## src/hw/rtl/hmmd_pkg.sv

```systemverilog
// ----------------------------------------------------------------------------
// hmmd_pkg
// Shared types and constants of the handheld memory map decoder: target
// codes, address boundaries, register indexes and controller commands.
// ----------------------------------------------------------------------------
package hmmd_pkg;

	// Target codes.
	localparam logic [3:0] TGT_CART     = 4'd0;
	localparam logic [3:0] TGT_BOOT     = 4'd1;
	localparam logic [3:0] TGT_CBOOT    = 4'd2;
	localparam logic [3:0] TGT_VRAM     = 4'd3;
	localparam logic [3:0] TGT_WRAM     = 4'd4;
	localparam logic [3:0] TGT_OAM      = 4'd5;
	localparam logic [3:0] TGT_UNUSABLE = 4'd6;
	localparam logic [3:0] TGT_JOYPAD   = 4'd7;
	localparam logic [3:0] TGT_TIMER    = 4'd8;
	localparam logic [3:0] TGT_AUDIO    = 4'd9;
	localparam logic [3:0] TGT_VIDEO    = 4'd10;
	localparam logic [3:0] TGT_IRQ      = 4'd11;
	localparam logic [3:0] TGT_BANKREG  = 4'd12;
	localparam logic [3:0] TGT_HRAM     = 4'd13;
	localparam logic [3:0] TGT_UNMAPPED = 4'd14;

	// Configuration register indexes.
	localparam int CFG_IDX_W = 1;
	localparam logic [CFG_IDX_W-1:0] CFG_COLOR_MODE   = 1'd0;
	localparam logic [CFG_IDX_W-1:0] CFG_CART_PRESENT = 1'd1;

	// I/O register indexes and ranges (low byte of the address).
	localparam logic [7:0] REG_JOYPAD = 8'h00;
	localparam logic [7:0] REG_IF     = 8'h0F;
	localparam logic [7:0] REG_IE     = 8'hFF;
	localparam logic [7:0] REG_VBK    = 8'h4F;
	localparam logic [7:0] REG_BOOT   = 8'h50;
	localparam logic [7:0] REG_SVBK   = 8'h70;
	localparam logic [7:0] TIMER_LO   = 8'd4;
	localparam logic [7:0] TIMER_HI   = 8'd7;
	localparam logic [7:0] AUDIO_LO   = 8'd16;
	localparam logic [7:0] AUDIO_HI   = 8'd63;
	localparam logic [7:0] VIDEO_LO   = 8'd64;
	localparam logic [7:0] VIDEO_HI   = 8'd75;

	// Address boundaries.
	localparam logic [15:0] BOOT_END    = 16'h00FF;
	localparam logic [15:0] CBOOT_START = 16'h0200;
	localparam logic [15:0] CBOOT_END   = 16'h07FF;
	localparam logic [15:0] ECHO_END    = 16'hFDFF;
	localparam logic [15:0] OAM_START   = 16'hFE00;
	localparam logic [15:0] OAM_END     = 16'hFE9F;
	localparam logic [15:0] UNUSE_START = 16'hFEA0;
	localparam logic [15:0] UNUSE_END   = 16'hFEFF;
	localparam logic [15:0] IO_END      = 16'hFF7F;
	localparam logic [15:0] IE_ADDR     = 16'hFFFF;
	localparam logic [15:0] HRAM_START  = 16'hFF80;

	localparam logic [3:0] REGION_VRAM0 = 4'h8;
	localparam logic [3:0] REGION_VRAM1 = 4'h9;
	localparam logic [3:0] REGION_XRAM0 = 4'hA;
	localparam logic [3:0] REGION_XRAM1 = 4'hB;
	localparam logic [3:0] REGION_ROM_LAST = 4'h7;

	// Stores.
	localparam int WRAM_DEPTH = 32768;
	localparam int WRAM_AW    = 15;
	localparam int HRAM_DEPTH = 127;
	localparam int HRAM_AW    = 7;

	localparam logic [7:0] NO_CART_DATA = 8'hFF;

	// Decoded access.
	typedef struct packed {
		logic [3:0]         target;
		logic [15:0]        loc;
		logic [7:0]         rd;
		logic               own;
		logic               sel_wram;
		logic               sel_hram;
		logic               wram_we;
		logic [WRAM_AW-1:0] wram_idx;
		logic               hram_we;
		logic [HRAM_AW-1:0] hram_idx;
		logic               vbk_we;
		logic               boot_we;
		logic               svbk_we;
	} dec_t;

	// Commands from the controller to the datapath.
	typedef struct packed {
		logic               clr;
		logic               clr_hram;
		logic [WRAM_AW-1:0] clr_idx;
		logic               acc;
		logic               adv;
	} cmd_t;

endpackage

```

## src/hw/rtl/hmmd_ctrl.sv

```systemverilog
// ----------------------------------------------------------------------------
// hmmd_ctrl
// Controller: clearing sweep after reset, stage valid flags and handshakes.
// ----------------------------------------------------------------------------
module hmmd_ctrl import hmmd_pkg::*; (
	input  logic clk,
	input  logic arst_n,
	input  logic in_valid,
	output logic in_stall,
	output logic out_valid,
	input  logic out_stall,
	output cmd_t cmd
);

	localparam logic ST_CLEAR = 1'b0;
	localparam logic ST_RUN   = 1'b1;

	logic               state_q;
	logic [WRAM_AW-1:0] clr_cnt_q;
	logic               s1_valid_q;
	logic               out_valid_q;
	logic               adv;
	logic               acc;

	// The first stage moves on when the output register is empty or is being taken.
	assign adv      = s1_valid_q && (!out_valid_q || !out_stall);
	assign in_stall = (state_q != ST_RUN) || (s1_valid_q && !adv);
	assign acc      = in_valid && !in_stall;

	assign out_valid     = out_valid_q;
	assign cmd.clr       = (state_q == ST_CLEAR);
	assign cmd.clr_hram  = (state_q == ST_CLEAR) &&
		(clr_cnt_q < WRAM_AW'(HRAM_DEPTH));
	assign cmd.clr_idx   = clr_cnt_q;
	assign cmd.acc       = acc;
	assign cmd.adv       = adv;

	always_ff @(posedge clk or negedge arst_n) begin
		if (!arst_n) begin
			state_q   <= ST_CLEAR;
			clr_cnt_q <= '0;
		end else begin
			unique case (state_q)
				ST_CLEAR: begin
					clr_cnt_q <= clr_cnt_q + 1'b1;
					if (clr_cnt_q == WRAM_AW'(WRAM_DEPTH - 1)) begin
						state_q <= ST_RUN;
					end
				end
				ST_RUN: begin
					state_q <= ST_RUN;
				end
				default: begin
					state_q <= ST_CLEAR;
				end
			endcase
		end
	end

	always_ff @(posedge clk or negedge arst_n) begin
		if (!arst_n) begin
			s1_valid_q  <= 1'b0;
			out_valid_q <= 1'b0;
		end else begin
			if (acc) begin
				s1_valid_q <= 1'b1;
			end else if (adv) begin
				s1_valid_q <= 1'b0;
			end
			if (adv) begin
				out_valid_q <= 1'b1;
			end else if (!out_stall) begin
				out_valid_q <= 1'b0;
			end
		end
	end

endmodule

```

## config.mk

```make
export PLATFORM = sky130hd
export DESIGN_NAME = hmmd_ctrl
export DESIGN_NICKNAME = d
export VERILOG_FILES = /design/src/hw/rtl/hmmd_pkg.sv /design/src/hw/rtl/hmmd_ctrl.sv
export SDC_FILE = /design/constraint.sdc
export NUM_CORES = 1
export LEC_CHECK = 0
export ABC_AREA = 1
export BUFFER_PORTS_ARGS = -buffer_cell sky130_fd_sc_hd__buf_2
export CORE_AREA = 2 2 48 50
export CTS_BUF_LIST = sky130_fd_sc_hd__clkbuf_16
export CTS_CLUSTER_DIAMETER = 30
export DETAILED_ROUTE_END_ITERATION = 7
export DIE_AREA = 0 0 50 52
export PLACE_DENSITY_LB_ADDON = 0.05
export SKIP_CTS_REPAIR_TIMING = 1
export SLEW_MARGIN = 30
export SYNTH_ARGS = -nofsm -noshare
export SYNTH_HDL_FRONTEND = slang
export SYNTH_SLANG_ARGS = --single-unit
```

## constraint.sdc

```tcl
create_clock -name clk -period 1.6 [get_ports clk]
set_input_delay 0.24 -clock clk [delete_from_list [all_inputs] [get_ports clk]]
set_output_delay 0.24 -clock clk [all_outputs]
set_load 0.05 [all_outputs]
```

==> flow_summary.toml <==
[synthesis]
avgSynthCellArea_um2 = 8.29
synth_cell_types = 23
synthesis.instances = 122
synth_top_area_share_pct = 44.6
synth-seq-cells = 18
seq_area_frac_synth_pct = 44.6
yosys-top-cells-area = "dfrtp_1 (45%), nand2_1 (12%), inv_1 (6.7%)"
yosysTopAreaCell = "dfrtp_1"
synthesis.area_um2 = 1010
yosys_warnings = 0
synth_nets = 127

[timing]
worst_slew_pin_slew_ps = 407
hold_ws_ps = 263
fin_skew_ps = 4.64
finalHoldViolCount = 0
clock.fmax_mhz = 640
final-setup-viol-count = 0
worst_slack_ps = 37.7
rsz0062_at_grt = "yes"
fin_crit_sh_pct = 97.6
relSlewSlack_pct = 72.9
report.final.slew_viol_count = 0
period_needed_ps = 1560

[placement]
place.port_buffers = 24
post-place-ws_ps = 137
dp_hpwl_um = 1750
gp_congestion = 0.861

[global_routing]
antenna_found_initial = 0
grt_pass1_wl_um = 3720
grt_max_degree = 19
grt.total_usage_pct = 19.4
grt_pass1_vias = 816
overflow = 0

[power_and_ir_drop]
pwr-share-seq_pct = 47.3
ir_worst_vdd_v = 0.000559
combPwrFrac_pct = 1.5
p_sw_w = 0.000172
powerDensity_nw_per_um2 = 729
clkPwrFrac_pct = 51.2
internal_power_w = 0.000792
leakage_nw = 0.684
switching_share_pct = 17.9

[route]
wire_per_inst_um = 12.5
avgViaCountPerCell = 4.92
firstDrtPassIters = 4
antenna_left = 0
vias = 900
drt-initial-drc-count = 11
drt-total-wl_um = 2290
drc = 0

[critical_path]
reg2reg_depth = 6
r2r-end = "clr_cnt_q[14]"
path_cells = "nor3_2, nand3_1, nor3_4, buf_6"
critPathArrivalTime_ps = 1320
cp_max_fo = 3
r2r-start = "clr_cnt_q[0]"
max_stage_delay_ps = 420
required_ps = 1360
critPathCaptureType = "primary output"
worstSetupPathDepth = 4
cp-endpoint = "cmd[17]"
cp-startpoint = "clr_cnt_q[13]"
cp_top_family = "simple AND/OR/NAND/NOR gates"
r2r_setup_slack_ps = 290
cp_num_buf_inv = 1
worstSetupStartpointType = "flip-flop"
crit_slowest_cell = "dfrtp_2"
crit_type = "flip-flop to primary output"

[cts]
cts_sinks = 18
numCtsBuffers = 3
root_buffer = "clkbuf_16"
clk_latency_ps = 250
cts.path.max_buffers = 2
clkTransAtPathRegs_ps = 50
cts_tree = "done"
cts-htree-levels = 1

[die]
core_area_um2 = 2110
die_x_um = 50
initial_utilization_pct = 48.0
die_h_um = 52
io_pins = 25
core.rowCount = 17
die_area_um2 = 2600

[job]
cap_violations = 0

[final_layout]
multiInputGateArea_um2 = 492
layout.nets = 161
seqCellArea_um2 = 455
drive_gt1_share_pct = 34.2
areaGrowthSynthToFinish_pct = 30.8
utilization_pct = 62.8
fillers = 190
num_antenna_cells = 0

[run_status]
status = "finished, final reports clean"

[min_path]
min_path_type = "input pin to flip-flop"
==> sequential cells by signal (all words and copies together) (netlist names) <==
name,flops
clr_cnt_q,15
out_valid,1
s1_valid_q,1
state_q,1
==> routing by layer <==
metal,up-vias,track usage [%],part of all wire (%)
li1,443,-,-
met5,-,0,0
met4,0,6.94,1.2
met3,4,2.59,3.4
met2,21,33.8,53
met1,432,24.4,42
==> area by class of cell <==
| cell class | count | area share (%) |
|---|---|---|
| Clock buffer | 3 | 5.68 |
| Clock inverter | 1 | 0.284 |
| Inverter | 19 | 5.49 |
| Multi-Input combinational cell | 82 | 37.2 |
| Sequential cell | 18 | 34.4 |
| Tap cell | 28 | 2.65 |
| Timing Repair Buffer | 32 | 14.3 |
==> Yosys cell counts, drive strengths merged <==
cell type and instances:
ha 1, xnor2 3, clkinv 1, a21oi 1
dfrtp 18, o22ai 1, nand4 6, nor2 16
xor2 5, nand3 7, nand3b 1, nor3 3
nand2 36, o21ai 2, inv 18, buf 3
==> power groups by stage <==
stage | Sequential [W] | Combinational (W) | Clock, W
6_report | 0.000456 | 0.0000147 | 0.000494
5_1_grt | 0.000455 | 0.0000175 | 0.000524
4_1_cts | 0.000456 | 0.0000137 | 0.000500
3_5_place_dp | 0.000463 | 0.0000138 | 0
3_3_place_gp | 0.000463 | 0.0000134 | 0
2_1_floorplan | 0.000464 | 0.000000717 | 0
==> tightest hold or removal path: stages <==
cell and delay [ps]:
buf_2 90, inv_1 60, o22ai_1 70
==> layout by cell type (no fill, tap or decap), drive strengths merged, types with 5 or more instances in the layout <==
cell type	synthesis	final
nand3	7	7
buf	3	31
nand4	6	6
inv	18	19
dfrtp	18	18
nor2	16	16
xor2	5	5
nand2	36	36
==> worst min-delay path by stage <==
stage	slack, ps	depth (start not counted)	end	startpoint
finish	260	3	s1_valid_q	in_valid
global route	290	3	s1_valid_q	in_valid
CTS	-60	1	clr_cnt_q[9]	arst_n
detailed placement	200	1	clr_cnt_q[9]	arst_n
global placement	190	1	clr_cnt_q[9]	arst_n
floorplan	-60	0	clr_cnt_q[0]	arst_n
==> cells by family after synthesis <==
group,count (synthesis),share of synthesized area [%]
AND/OR/NAND/NOR,69,35.4
buffers and inverters,22,9.78
flip-flops,18,44.6
XOR/XNOR,8,6.93
AO/OA/AOI/OAI,4,2.10
adder cells (fa/ha/maj),1,1.24
==> through the flow <==
stage	instances	setup TNS [ps]	cell area (um^2)	power (W)
3_3_place_gp	176	0	1200	0.000477
5_1_grt	183	-39.0	1320	0.000997
3_5_place_dp	176	0	1200	0.000477
2_1_floorplan	122	0	1040	0.000464
6_report	183	0	1320	0.000964
4_1_cts	180	-128	1280	0.000970
No activity file was read; power rests on OpenSTA's default activity.
